## src/rtl/lpg_pkg.sv

```systemverilog
// Shared types and constants of the line point generator.
// No dependencies; the files that use it refer to it by scoped names.
`timescale 1ns / 1ps
`default_nettype none

package lpg_pkg;

    localparam int COLOR_W = 16;

    typedef enum logic {
        OP_START = 1'b0,
        OP_STEP  = 1'b1
    } opcode_t;

    typedef enum logic [1:0] {
        DIR_NONE = 2'b00,
        DIR_POS  = 2'b01,
        DIR_NEG  = 2'b11
    } dir_t;

endpackage

`default_nettype wire

```

## src/rtl/lpg_front.sv

```systemverilog
// Front end of the line point generator: accepts input beats and works out the
// per-axis direction, absolute delta and major length of a start command.
// Depends on lpg_pkg.
`timescale 1ns / 1ps
`default_nettype none

module lpg_front #(
    parameter int COORD_BITS = 10
) (
    input  wire logic                          s_tvalid,
    output logic                               s_tready,
    input  wire logic                          s_tuser,
    input  wire logic [((4*COORD_BITS+lpg_pkg::COLOR_W+7)/8)*8-1:0] s_tdata,
    input  wire logic                          q_full,
    output logic                               q_push,
    output logic [5*COORD_BITS+lpg_pkg::COLOR_W+4:0] q_wdata
);

    localparam int C = COORD_BITS;

    logic [C-1:0]                sx, sy, ex, ey;
    logic [lpg_pkg::COLOR_W-1:0] color;
    logic [C-1:0]                adx, ady, major;
    lpg_pkg::dir_t               dir_x, dir_y;
    lpg_pkg::opcode_t            op;

    assign sx    = s_tdata[C-1:0];
    assign sy    = s_tdata[2*C-1:C];
    assign ex    = s_tdata[3*C-1:2*C];
    assign ey    = s_tdata[4*C-1:3*C];
    assign color = s_tdata[4*C+lpg_pkg::COLOR_W-1:4*C];
    assign op    = lpg_pkg::opcode_t'(s_tuser);

    always_comb begin
        if (ex > sx) begin
            adx   = ex - sx;
            dir_x = lpg_pkg::DIR_POS;
        end else if (ex == sx) begin
            adx   = '0;
            dir_x = lpg_pkg::DIR_NONE;
        end else begin
            adx   = sx - ex;
            dir_x = lpg_pkg::DIR_NEG;
        end
        if (ey > sy) begin
            ady   = ey - sy;
            dir_y = lpg_pkg::DIR_POS;
        end else if (ey == sy) begin
            ady   = '0;
            dir_y = lpg_pkg::DIR_NONE;
        end else begin
            ady   = sy - ey;
            dir_y = lpg_pkg::DIR_NEG;
        end
        major = (adx > ady) ? adx : ady;
    end

    assign s_tready = !q_full;
    assign q_push   = s_tvalid && !q_full;
    assign q_wdata  = {color, dir_y, dir_x, major, ady, adx, sy, sx, op};

endmodule

`default_nettype wire

```

## src/rtl/lpg_cmd_queue.sv

```systemverilog
// Two-entry command queue between the front end and the point stepper.
// No dependencies.
`timescale 1ns / 1ps
`default_nettype none

module lpg_cmd_queue #(
    parameter int DATA_W = 71
) (
    input  wire logic              aclk,
    input  wire logic              aresetn,
    input  wire logic              push,
    input  wire logic [DATA_W-1:0] wdata,
    output logic                   full,
    input  wire logic              pop,
    output logic                   rvalid,
    output logic [DATA_W-1:0]      rdata
);

    logic [DATA_W-1:0] entry_reg [2];
    logic              wr_ptr_reg, rd_ptr_reg;
    logic [1:0]        count_reg, count_next;

    assign full   = (count_reg == 2'd2);
    assign rvalid = (count_reg != 2'd0);
    assign rdata  = entry_reg[rd_ptr_reg];

    always_comb begin
        count_next = count_reg;
        if (push && !pop) begin
            count_next = count_reg + 2'd1;
        end else if (pop && !push) begin
            count_next = count_reg - 2'd1;
        end
    end

    always_ff @(posedge aclk) begin
        if (!aresetn) begin
            wr_ptr_reg <= 1'b0;
            rd_ptr_reg <= 1'b0;
            count_reg  <= 2'd0;
        end else begin
            count_reg <= count_next;
            if (push) begin
                wr_ptr_reg <= !wr_ptr_reg;
            end
            if (pop) begin
                rd_ptr_reg <= !rd_ptr_reg;
            end
        end
    end

    always_ff @(posedge aclk) begin
        if (push) begin
            entry_reg[wr_ptr_reg] <= wdata;
        end
    end

endmodule

`default_nettype wire

```

## src/rtl/lpg_back.sv

```systemverilog
// Point stepper of the line point generator: holds the line state, runs the
// error accumulators and drives the registered output beat. Depends on lpg_pkg.
`timescale 1ns / 1ps
`default_nettype none

module lpg_back #(
    parameter int COORD_BITS = 10
) (
    input  wire logic                               aclk,
    input  wire logic                               aresetn,
    input  wire logic                               q_valid,
    input  wire logic [5*COORD_BITS+lpg_pkg::COLOR_W+4:0] q_rdata,
    output logic                                    q_pop,
    output logic                                    m_tvalid,
    input  wire logic                               m_tready,
    output logic [COORD_BITS-1:0]                   m_x,
    output logic [COORD_BITS-1:0]                   m_y,
    output logic [lpg_pkg::COLOR_W-1:0]             m_color,
    output logic                                    m_tlast
);

    localparam int C = COORD_BITS;

    lpg_pkg::opcode_t            q_op;
    logic [C-1:0]                q_sx, q_sy, q_adx, q_ady, q_major;
    lpg_pkg::dir_t               q_dir_x, q_dir_y;
    logic [lpg_pkg::COLOR_W-1:0] q_color;

    assign q_op    = lpg_pkg::opcode_t'(q_rdata[0]);
    assign q_sx    = q_rdata[C:1];
    assign q_sy    = q_rdata[2*C:C+1];
    assign q_adx   = q_rdata[3*C:2*C+1];
    assign q_ady   = q_rdata[4*C:3*C+1];
    assign q_major = q_rdata[5*C:4*C+1];
    assign q_dir_x = lpg_pkg::dir_t'(q_rdata[5*C+2:5*C+1]);
    assign q_dir_y = lpg_pkg::dir_t'(q_rdata[5*C+4:5*C+3]);
    assign q_color = q_rdata[5*C+lpg_pkg::COLOR_W+4:5*C+5];

    logic                        active_reg;
    logic [C-1:0]                cur_x_reg, cur_y_reg, cur_x_next, cur_y_next;
    logic [C:0]                  err_x_reg, err_y_reg, err_x_next, err_y_next;
    logic [C-1:0]                adx_reg, ady_reg, major_reg;
    lpg_pkg::dir_t               dir_x_reg, dir_y_reg;
    logic [C:0]                  left_reg;
    logic [lpg_pkg::COLOR_W-1:0] color_reg;
    logic                        m_valid_reg;
    logic [C-1:0]                m_x_reg, m_y_reg;
    logic [lpg_pkg::COLOR_W-1:0] m_color_reg;
    logic                        m_last_reg;

    logic       is_start, do_emit, is_last;
    logic [C:0] sum_x, sum_y;

    assign is_start = (q_op == lpg_pkg::OP_START);
    assign q_pop    = q_valid && (is_start || !active_reg || !m_valid_reg || m_tready);
    assign do_emit  = q_pop && !is_start && active_reg;
    assign is_last  = (left_reg[C:1] == '0);

    always_comb begin
        sum_x      = err_x_reg + {1'b0, adx_reg};
        sum_y      = err_y_reg + {1'b0, ady_reg};
        err_x_next = sum_x;
        err_y_next = sum_y;
        cur_x_next = cur_x_reg;
        cur_y_next = cur_y_reg;
        if (sum_x > {1'b0, major_reg}) begin
            err_x_next = sum_x - {1'b0, major_reg};
            case (dir_x_reg)
                lpg_pkg::DIR_POS: cur_x_next = cur_x_reg + 1'b1;
                lpg_pkg::DIR_NEG: cur_x_next = cur_x_reg - 1'b1;
                default:          cur_x_next = cur_x_reg;
            endcase
        end
        if (sum_y > {1'b0, major_reg}) begin
            err_y_next = sum_y - {1'b0, major_reg};
            case (dir_y_reg)
                lpg_pkg::DIR_POS: cur_y_next = cur_y_reg + 1'b1;
                lpg_pkg::DIR_NEG: cur_y_next = cur_y_reg - 1'b1;
                default:          cur_y_next = cur_y_reg;
            endcase
        end
    end

    always_ff @(posedge aclk) begin
        if (!aresetn) begin
            active_reg  <= 1'b0;
            m_valid_reg <= 1'b0;
        end else begin
            if (q_pop && is_start) begin
                active_reg <= 1'b1;
            end else if (do_emit && is_last) begin
                active_reg <= 1'b0;
            end
            if (do_emit) begin
                m_valid_reg <= 1'b1;
            end else if (m_tready) begin
                m_valid_reg <= 1'b0;
            end
        end
    end

    always_ff @(posedge aclk) begin
        if (q_pop && is_start) begin
            cur_x_reg <= q_sx;
            cur_y_reg <= q_sy;
            err_x_reg <= '0;
            err_y_reg <= '0;
            adx_reg   <= q_adx;
            ady_reg   <= q_ady;
            major_reg <= q_major;
            dir_x_reg <= q_dir_x;
            dir_y_reg <= q_dir_y;
            left_reg  <= {1'b0, q_major} + 1'b1;
            color_reg <= q_color;
        end else if (do_emit) begin
            cur_x_reg <= cur_x_next;
            cur_y_reg <= cur_y_next;
            err_x_reg <= err_x_next;
            err_y_reg <= err_y_next;
            left_reg  <= is_last ? '0 : left_reg - 1'b1;
        end
        if (do_emit) begin
            m_x_reg     <= cur_x_reg;
            m_y_reg     <= cur_y_reg;
            m_color_reg <= color_reg;
            m_last_reg  <= is_last;
        end
    end

    assign m_tvalid = m_valid_reg;
    assign m_x      = m_x_reg;
    assign m_y      = m_y_reg;
    assign m_color  = m_color_reg;
    assign m_tlast  = m_last_reg;

endmodule

`default_nettype wire

```

## src/rtl/line_point_generator.sv

```systemverilog
// Line point generator: a start beat loads a line, each step beat returns one point.
// A step beat's point reaches m_tdata through the command queue and then the registered output beat.
// Throughput: one beat per cycle on both sides while m_tready stays high, set by the point stepper.
// Start beats and steps without an active line give no output beat.
// Reset (aresetn low, synchronous) empties the command queue, drops the active line
// and clears the output valid.
`timescale 1ns / 1ps
`default_nettype none

module line_point_generator #(
    parameter int COORD_BITS = 10
) (
    input  wire logic aclk,
    input  wire logic aresetn,
    input  wire logic s_tvalid,
    output logic      s_tready,
    // opcode
    input  wire logic s_tuser,
    // start_x, start_y, end_x, end_y, pixel_color, zero padding
    input  wire logic [((4*COORD_BITS+lpg_pkg::COLOR_W+7)/8)*8-1:0] s_tdata,
    output logic      m_tvalid,
    input  wire logic m_tready,
    // point_x, point_y, point_color, zero padding
    output logic [((2*COORD_BITS+lpg_pkg::COLOR_W+7)/8)*8-1:0] m_tdata,
    // last_point
    output logic      m_tlast
);

    localparam int Q_W   = 5*COORD_BITS + lpg_pkg::COLOR_W + 5;
    localparam int OUT_W = ((2*COORD_BITS + lpg_pkg::COLOR_W + 7) / 8) * 8;

    logic                        q_full, q_push, q_pop, q_valid;
    logic [Q_W-1:0]              q_wdata, q_rdata;
    logic [COORD_BITS-1:0]       m_x, m_y;
    logic [lpg_pkg::COLOR_W-1:0] m_color;

    lpg_front #(
        .COORD_BITS(COORD_BITS)
    ) u_front (
        .s_tvalid(s_tvalid),
        .s_tready(s_tready),
        .s_tuser (s_tuser),
        .s_tdata (s_tdata),
        .q_full  (q_full),
        .q_push  (q_push),
        .q_wdata (q_wdata)
    );

    lpg_cmd_queue #(
        .DATA_W(Q_W)
    ) u_queue (
        .aclk   (aclk),
        .aresetn(aresetn),
        .push   (q_push),
        .wdata  (q_wdata),
        .full   (q_full),
        .pop    (q_pop),
        .rvalid (q_valid),
        .rdata  (q_rdata)
    );

    lpg_back #(
        .COORD_BITS(COORD_BITS)
    ) u_back (
        .aclk    (aclk),
        .aresetn (aresetn),
        .q_valid (q_valid),
        .q_rdata (q_rdata),
        .q_pop   (q_pop),
        .m_tvalid(m_tvalid),
        .m_tready(m_tready),
        .m_x     (m_x),
        .m_y     (m_y),
        .m_color (m_color),
        .m_tlast (m_tlast)
    );

    assign m_tdata = OUT_W'({m_color, m_y, m_x});

endmodule

`default_nettype wire

```

## config.mk

```make
export PLATFORM = sky130hd
export DESIGN_NAME = line_point_generator
export DESIGN_NICKNAME = d
export VERILOG_FILES = /design/src/rtl/lpg_pkg.sv /design/src/rtl/lpg_front.sv /design/src/rtl/lpg_cmd_queue.sv /design/src/rtl/lpg_back.sv /design/src/rtl/line_point_generator.sv
export SDC_FILE = /design/constraint.sdc
export NUM_CORES = 1
export LEC_CHECK = 0
export BUFFER_PORTS_ARGS = -buffer_cell sky130_fd_sc_hd__buf_2
export CORE_MARGIN = 2
export CORE_UTILIZATION = 53
export CTS_CLUSTER_SIZE = 40
export DETAILED_ROUTE_END_ITERATION = 10
export PLACE_DENSITY = 0.73
export SLEW_MARGIN = 5
export SYNTH_ARGS = -nofsm -noshare
export SYNTH_HDL_FRONTEND = slang
export SYNTH_SLANG_ARGS = --single-unit
```

## constraint.sdc

```tcl
create_clock -name aclk -period 6.5 [get_ports aclk]
set_input_delay 0.65 -clock aclk [delete_from_list [all_inputs] [get_ports aclk]]
set_output_delay 0.65 -clock aclk [all_outputs]
set_load 0.05 [all_outputs]
```

### Word level (Yosys, flattened, before mapping)

Memories as Yosys holds them, arrays and structs flattened. A register that Yosys moved wholly into a read port is not among the register bits.
Index checks and enable logic that the tools add are counted.

* memory bits (writable): 142
* word-level logic and storage cells: 112
* output and inout port bits: 43
* register bits after elaboration: 146
* input port bits: 61
* memories: 1

* reductions and logical operators: 30
* magnitude comparators: 5
* multiplexer cells: 32
* add/sub/neg operators: 16
* eq/ne operators: 7
* bitwise logic cells: 1

Memory list
* u_queue.entry_reg: depth 2, bits a word 71, read ports 1, clocked after memory_dff 1, wr ports 1, line lpg_cmd_queue.sv:19 `logic [DATA_W-1:0] entry_reg [2];`

Operators with widths (count)
* $mux 10: 11
* $mux 11: 5
* $pmux 10 s2: 2
* $sub 10x10->10: 4
* $gt 10x10->1: 3
* $add 11x10->11: 2
* $gt 11x10->1: 2
* $sub 11x10->11: 2
* $add 10x1->10 const B: 2
* $eq 10x10->1: 2
* $sub 10x1->10 const B: 2
* $reduce_bool 2->1: 7
* $mux 2: 6
* $add 10x1->11 const B: 1
* $sub 11x1->11 const B: 1
* $logic_not 10->1: 1
* $logic_and 1x1->1: 8
* $mux 1: 8
* $logic_not 1->1: 7
* $eq 2x2->1 const B: 3
* $reduce_and 3->1: 2
* $reduce_bool 3->1: 2
* $eq 2x1->1 const B: 2
* $logic_or 1x1->1: 3
* other kinds (3): 3

### Depth between registers and ports, before layout

* depth after elaboration: 10
* gate-level depth with buffers: 22
* depth with buffers taken out: 21

### Hierarchy

From an unflattened synthesis, not the netlist that was laid out.

* cell total of the unflattened synthesis: 1307
* area total of the unflattened synthesis: 15723.8 um^2

Modules (own cells, without submodules)
* lpg_back: sequential area each 4023.9 um^2, cells an instance 709, times used 1, area each 7820.0 um^2
* lpg_cmd_queue: sequential area each 4364.2 um^2, cells an instance 243, times used 1, area each 5368.9 um^2
* lpg_front: sequential area each 0.0 um^2, cells an instance 350, times used 1, area each 2501.1 um^2
* line_point_generator: sequential area each 0.0 um^2, cells an instance 5, times used 1, area each 33.8 um^2

### Least setup slack after synthesis

Ideal clock, no wire load.

* path type: input to register
* start: in s_tdata[30] (netlist name)
* end: mem u_queue.entry_reg[0][44], data pin
* stages on the path: 20
* data required time: 6238 ps
* data arrival time: 4496 ps
* buffers on the path: 1
* library setup time: 262 ps
* slack: 1741 ps
* cell sequence: inv_1 > ha_1 > inv_1 > fa_1 > a211oi_1 > o21ai_0 > a31oi_1 > o21bai_1 > buf_2 > mux2i_1 > mux2i_1 > inv_1 > ha_1 > and4_1 > nand4_1 > nor2_1 > a2111oi_0 > a21oi_1 > inv_1 > mux2_2

* longest elaborated chain between the ends: 5
* elaborated cells on any way between the ends: 8
* those cells by class: 2 x add/sub; 2 x order compare; 1 x eq/ne; 3 x mux

RTL lines
* start: declaration: line line_point_generator.sv:20 `input wire logic [((4*COORD_BITS+lpg_pkg::COLOR_W+7)/8)*8-1:0] s_tdata,`
* $sub 10x10->10 / $eq 10x10->1 (equally long branches): line lpg_front.sv:52, lpg_front.sv:48
* $mux 10: line lpg_front.sv:48 `end else if (ey == sy) begin`
* $mux 10 (*): line lpg_front.sv:45 `if (ey > sy) begin`
* named net q_wdata[36]: line line_point_generator.sv:33 `logic [Q_W-1:0] q_wdata, q_rdata;`
* $gt 10x10->1 (*): line lpg_front.sv:55 `major = (adx > ady) ? adx : ady;`
* $mux 10 (*): line lpg_front.sv:55
* named net q_wdata[44]: line line_point_generator.sv:33
* end: declaration: line lpg_cmd_queue.sv:19

Mark *: on every way through the listed nets, which the timed path passes. The rest lies on a longest branch.

### Final worst setup path

* start: in s_tdata[30] (netlist name)
* end: mem u_queue.entry_reg[1][47], data pin

The elaborated chain is that of the path after synthesis.

==> impl_metrics.xml <==
<?xml version="1.0" encoding="UTF-8"?>
<metrics>
  <group name="routing">
    <metric name="wire_length_after_detailed_routing" unit="um">32120</metric>
    <metric name="vias_per_cell" unit="">5.610</metric>
    <metric name="drtIter0Drc" unit="">667</metric>
    <metric name="drc_errors" unit="">0</metric>
    <metric name="dr_total_vias" unit="">9862</metric>
    <metric name="post_drt_wl_per_cell" unit="um">18.27</metric>
    <metric name="number_of_search_and_repair_iterations_in_the_first_detailed_routing_pass" unit="">5</metric>
    <metric name="ant_nets" unit="">0</metric>
  </group>
  <group name="setup_path">
    <metric name="critPathCaptureType" unit="">register</metric>
    <metric name="worstPathMaxFanout" unit="">11</metric>
    <metric name="worstSetupStartpointType" unit="">input port</metric>
    <metric name="worst_r2r_path_depth" unit="">16</metric>
    <metric name="worstReg2RegStart" unit="">u_back.adx_reg[1]</metric>
    <metric name="regToRegSetupSlack" unit="ns">1.82</metric>
    <metric name="critPathKind" unit="">input port to register</metric>
    <metric name="worst_ep_required_time" unit="ns">6.78</metric>
    <metric name="timing.critical_path.arrival" unit="ns">5.57</metric>
    <metric name="r2r_end" unit="">u_back.cur_x_reg[6]</metric>
  </group>
  <group name="floorplan">
    <metric name="die_w" unit="um">173.2</metric>
    <metric name="top_level_pins" unit="">104</metric>
    <metric name="floorplan.core_area" unit="sq um">28010</metric>
    <metric name="die-area" unit="sq um">30000</metric>
    <metric name="placementRows" unit="">61</metric>
    <metric name="floorplan.die.height" unit="um">173.2</metric>
    <metric name="initial_utilization" unit="">0.5417</metric>
  </group>
  <group name="sta">
    <metric name="relSlewSlack" unit="">0.2998</metric>
    <metric name="skew" unit="ns">0.05415</metric>
    <metric name="post-route-min-period" unit="ns">5.288</metric>
    <metric name="timing_max_transition_violations_final" unit="">0</metric>
    <metric name="final_min_period_over_clock_period" unit="">0.8135</metric>
    <metric name="holdWs" unit="ns">0.2606</metric>
    <metric name="postLayoutSetupSlackWorst" unit="ns">1.212</metric>
    <metric name="grt_setup_unrepaired" unit="">no</metric>
    <metric name="finalSetupViolCount" unit="">0</metric>
    <metric name="final-hold-violation-count" unit="">0</metric>
    <metric name="setup_total_negative_slack" unit="ns">0</metric>
    <metric name="worst-slew-pin-transition" unit="ns">1.050</metric>
    <metric name="max_clock_freq" unit="MHz">189.1</metric>
  </group>
  <group name="yosys">
    <metric name="netlist_top_cells_area" unit="">sky130_fd_sc_hd__edfxtp_1, sky130_fd_sc_hd__ha_1, sky130_fd_sc_hd__mux2_2</metric>
    <metric name="post_synth_most_frequent_cells" unit="">sky130_fd_sc_hd__edfxtp_1, sky130_fd_sc_hd__ha_1, sky130_fd_sc_hd__inv_1, sky130_fd_sc_hd__nand2_1, sky130_fd_sc_hd__o21ai_0</metric>
    <metric name="synthDominantCellAreaShare" unit="">0.5145</metric>
    <metric name="post_synth_and_or_nand_nor_area_fraction" unit="">0.08938</metric>
    <metric name="synth.largest_area_cell" unit="">sky130_fd_sc_hd__edfxtp_1</metric>
    <metric name="async_reset_ff_frac" unit="">0</metric>
    <metric name="number_of_flops_mapped_to_enable_cells_by_yosys" unit="">260</metric>
    <metric name="synth-xor-area-share" unit="">0.03636</metric>
    <metric name="synth_ff_type" unit="">sky130_fd_sc_hd__edfxtp_1</metric>
    <metric name="synth-seq-area-share" unit="">0.5528</metric>
    <metric name="synth-warning-count" unit="">0</metric>
    <metric name="synthesis.area_per_instance" unit="sq um">12.14</metric>
    <metric name="syn-instance-count" unit="">1250</metric>
    <metric name="synth-adder-area-share" unit="">0.1014</metric>
    <metric name="synth_cell_type_count" unit="">67</metric>
    <metric name="yosys-mux-area-fraction" unit="">0.07124</metric>
    <metric name="fraction_of_the_mapped_netlist_area_in_compound_gates" unit="">0.1111</metric>
    <metric name="register_bit_total_from_synthesis" unit="">289</metric>
    <metric name="synth_top_family_by_area" unit="">compound AO/OA/AOI/OAI gates</metric>
    <metric name="syn_std_cell_area" unit="sq um">15170</metric>
    <metric name="synth.most_common_cell" unit="">sky130_fd_sc_hd__edfxtp_1</metric>
  </group>
  <group name="final_layout">
    <metric name="area_growth" unit="%">12.64</metric>
    <metric name="final_layout_size_suffix_gt1_frac" unit="">0.1623</metric>
    <metric name="nets" unit="">1534</metric>
    <metric name="largest_register_ffs" unit="">142</metric>
    <metric name="insertedDiodeCount" unit="">0</metric>
  </group>
  <group name="global_routing">
    <metric name="grt_first_pass_wirelength" unit="um">51450</metric>
    <metric name="grt-ovfl-total" unit="">0</metric>
    <metric name="grt_util_all_layers" unit="">0.2141</metric>
    <metric name="number_of_antenna_violations_at_the_first_check_in_global_routing" unit="">1</metric>
    <metric name="grt_start_max_net_pins" unit="">73</metric>
    <metric name="first_global_vias" unit="">9804</metric>
  </group>
  <group name="clocking">
    <metric name="cts_tree" unit="">done</metric>
    <metric name="cts_root_buf" unit="">sky130_fd_sc_hd__clkbuf_16</metric>
    <metric name="cts.hold.buffers_added" unit="">0</metric>
    <metric name="htree_num_levels" unit="">1</metric>
    <metric name="maximum_buffer_depth_of_the_clock_tree" unit="">3</metric>
    <metric name="clock_latency" unit="ns">0.58</metric>
    <metric name="cts_buffers" unit="">30</metric>
    <metric name="worst_setup_hold_path_clk_slew" unit="ns">0.06</metric>
    <metric name="post_cts.resized_instances" unit="">0</metric>
    <metric name="numClockSinks" unit="">289</metric>
    <metric name="post_cts_buffers" unit="">0</metric>
  </group>
  <group name="flow_run">
    <metric name="max_cap_viol_count" unit="">0</metric>
  </group>
  <group name="pwr">
    <metric name="leakage" unit="nW">6.787</metric>
    <metric name="power-per-cell-area" unit="nW/um^2">503.3</metric>
    <metric name="power" unit="mW">8.602</metric>
    <metric name="max-vdd-ir-drop" unit="mV">0.2588</metric>
  </group>
  <group name="worst_hold_path">
    <metric name="hp-class" unit="">input port to register</metric>
    <metric name="whs_endpoint" unit="">u_queue.entry_reg[1][62]</metric>
    <metric name="hold_path.startpoint" unit="">s_tdata[47]</metric>
    <metric name="whs_path_depth" unit="">1</metric>
  </group>
  <group name="placed_design">
    <metric name="hpwlAfterDp" unit="um">22870</metric>
    <metric name="gpl.final_weighted_congestion" unit="">0.8841</metric>
    <metric name="io_buffers" unit="">99</metric>
    <metric name="dp_worst_setup_slack" unit="ns">0.7502</metric>
  </group>
  <group name="status">
    <metric name="result_of_the_run" unit="">complete, no violations</metric>
  </group>
</metrics>
## report_power, final
part	switching (mW)	internal, mW	total (mW)
registers	0.219	2.69	2.91
clock network	0.696	1.04	1.74
logic	2.33	1.63	3.96
## cells by family after synthesis
| group | count (synthesis) |
|---|---|
| simple gates | 276 |
| flops | 289 |
| compound gates | 259 |
| other cells | 1 |
| buf+inv | 144 |
| fa+ha+maj | 117 |
| xor+xnor | 63 |
| mux | 101 |
## worst max-delay path by stage
stage          slack, ns                        to         from
2_1_floorplan       1.74  u_queue.entry_reg[0][44]  s_tdata[30]
3_3_place_gp        0.95  u_queue.entry_reg[0][47]  s_tdata[14]
3_5_place_dp        0.75  u_queue.entry_reg[1][47]  s_tdata[30]
4_1_cts             1.29  u_queue.entry_reg[0][47]  s_tdata[30]
5_1_grt             0.85  u_queue.entry_reg[0][44]  s_tdata[14]
6_report            1.21  u_queue.entry_reg[1][47]  s_tdata[30]
## cell usage in the layout, fill, tap and decap left out, drive strengths merged, types with 5 or more instances in the layout
master    n
o31ai     8
nor2b    24
nor4      5
a21boi   10
o211ai    9
xnor2    44
nand2b   11
clkbuf   47
inv     105
nand2    72
o21bai    9
mux2     56
a21oi    63
edfxtp  260
o21a     12
nand4     7
mux2i    45
o21ai    68
nor3     27
buf     110
clkinv    5
fa       10
or3       9
and2      6
a21o     25
nand3    30
xor2     19
ha      107
dfxtp    29
a211oi   13
and3      7
nand3b    5
nor2     59
## critical path, cell delays in order
cell,delay (ns)
sky130_fd_sc_hd__buf_2,0.11
sky130_fd_sc_hd__inv_1,0.04
sky130_fd_sc_hd__ha_1,0.15
sky130_fd_sc_hd__inv_1,0.06
sky130_fd_sc_hd__fa_1,0.40
sky130_fd_sc_hd__a211oi_1,0.29
sky130_fd_sc_hd__o21ai_0,0.15
sky130_fd_sc_hd__a31oi_1,0.32
sky130_fd_sc_hd__o21bai_1,0.37
sky130_fd_sc_hd__o21ai_0,0.32
sky130_fd_sc_hd__mux2i_1,0.48
sky130_fd_sc_hd__inv_1,0.09
sky130_fd_sc_hd__ha_1,0.31
sky130_fd_sc_hd__and4_1,0.20
sky130_fd_sc_hd__nand4_1,0.13
sky130_fd_sc_hd__nor2_1,0.11
sky130_fd_sc_hd__a2111oi_0,0.08
sky130_fd_sc_hd__a21oi_1,0.69
sky130_fd_sc_hd__inv_1,0.26
sky130_fd_sc_hd__mux2_2,0.35
## cell type report
class	count	area, sq um
fillers	2237	10920
flip-flops and latches	289	8392
multi-input cells	820	6248
clock buffers	47	834.6
repair buffers	110	578.1
well taps	378	473.0
inverters	105	394.1
clock inverters	9	172.7
## metal layers
| layer | up-vias | share of wire | global-route usage |
|---|---|---|---|
| met5 | - | 0.00040 | 0 |
| met4 | 2 | 0.020 | 0.05367 |
| met3 | 49 | 0.051 | 0.03034 |
| met2 | 236 | 0.46 | 0.3542 |
| met1 | 4774 | 0.46 | 0.2996 |
| li1 | 4801 | - | - |
## stage by stage
stage               instances  utilization  area [sq um]
global route             1758       0.6102         17090
detailed placement       1702       0.5743         16090
global placement         1702       0.5743         16090
floorplan                1253            -         15190
CTS                      1758       0.6102         17090
finish                   1758       0.6102         17090
No activity file was read; power rests on OpenSTA's default activity.
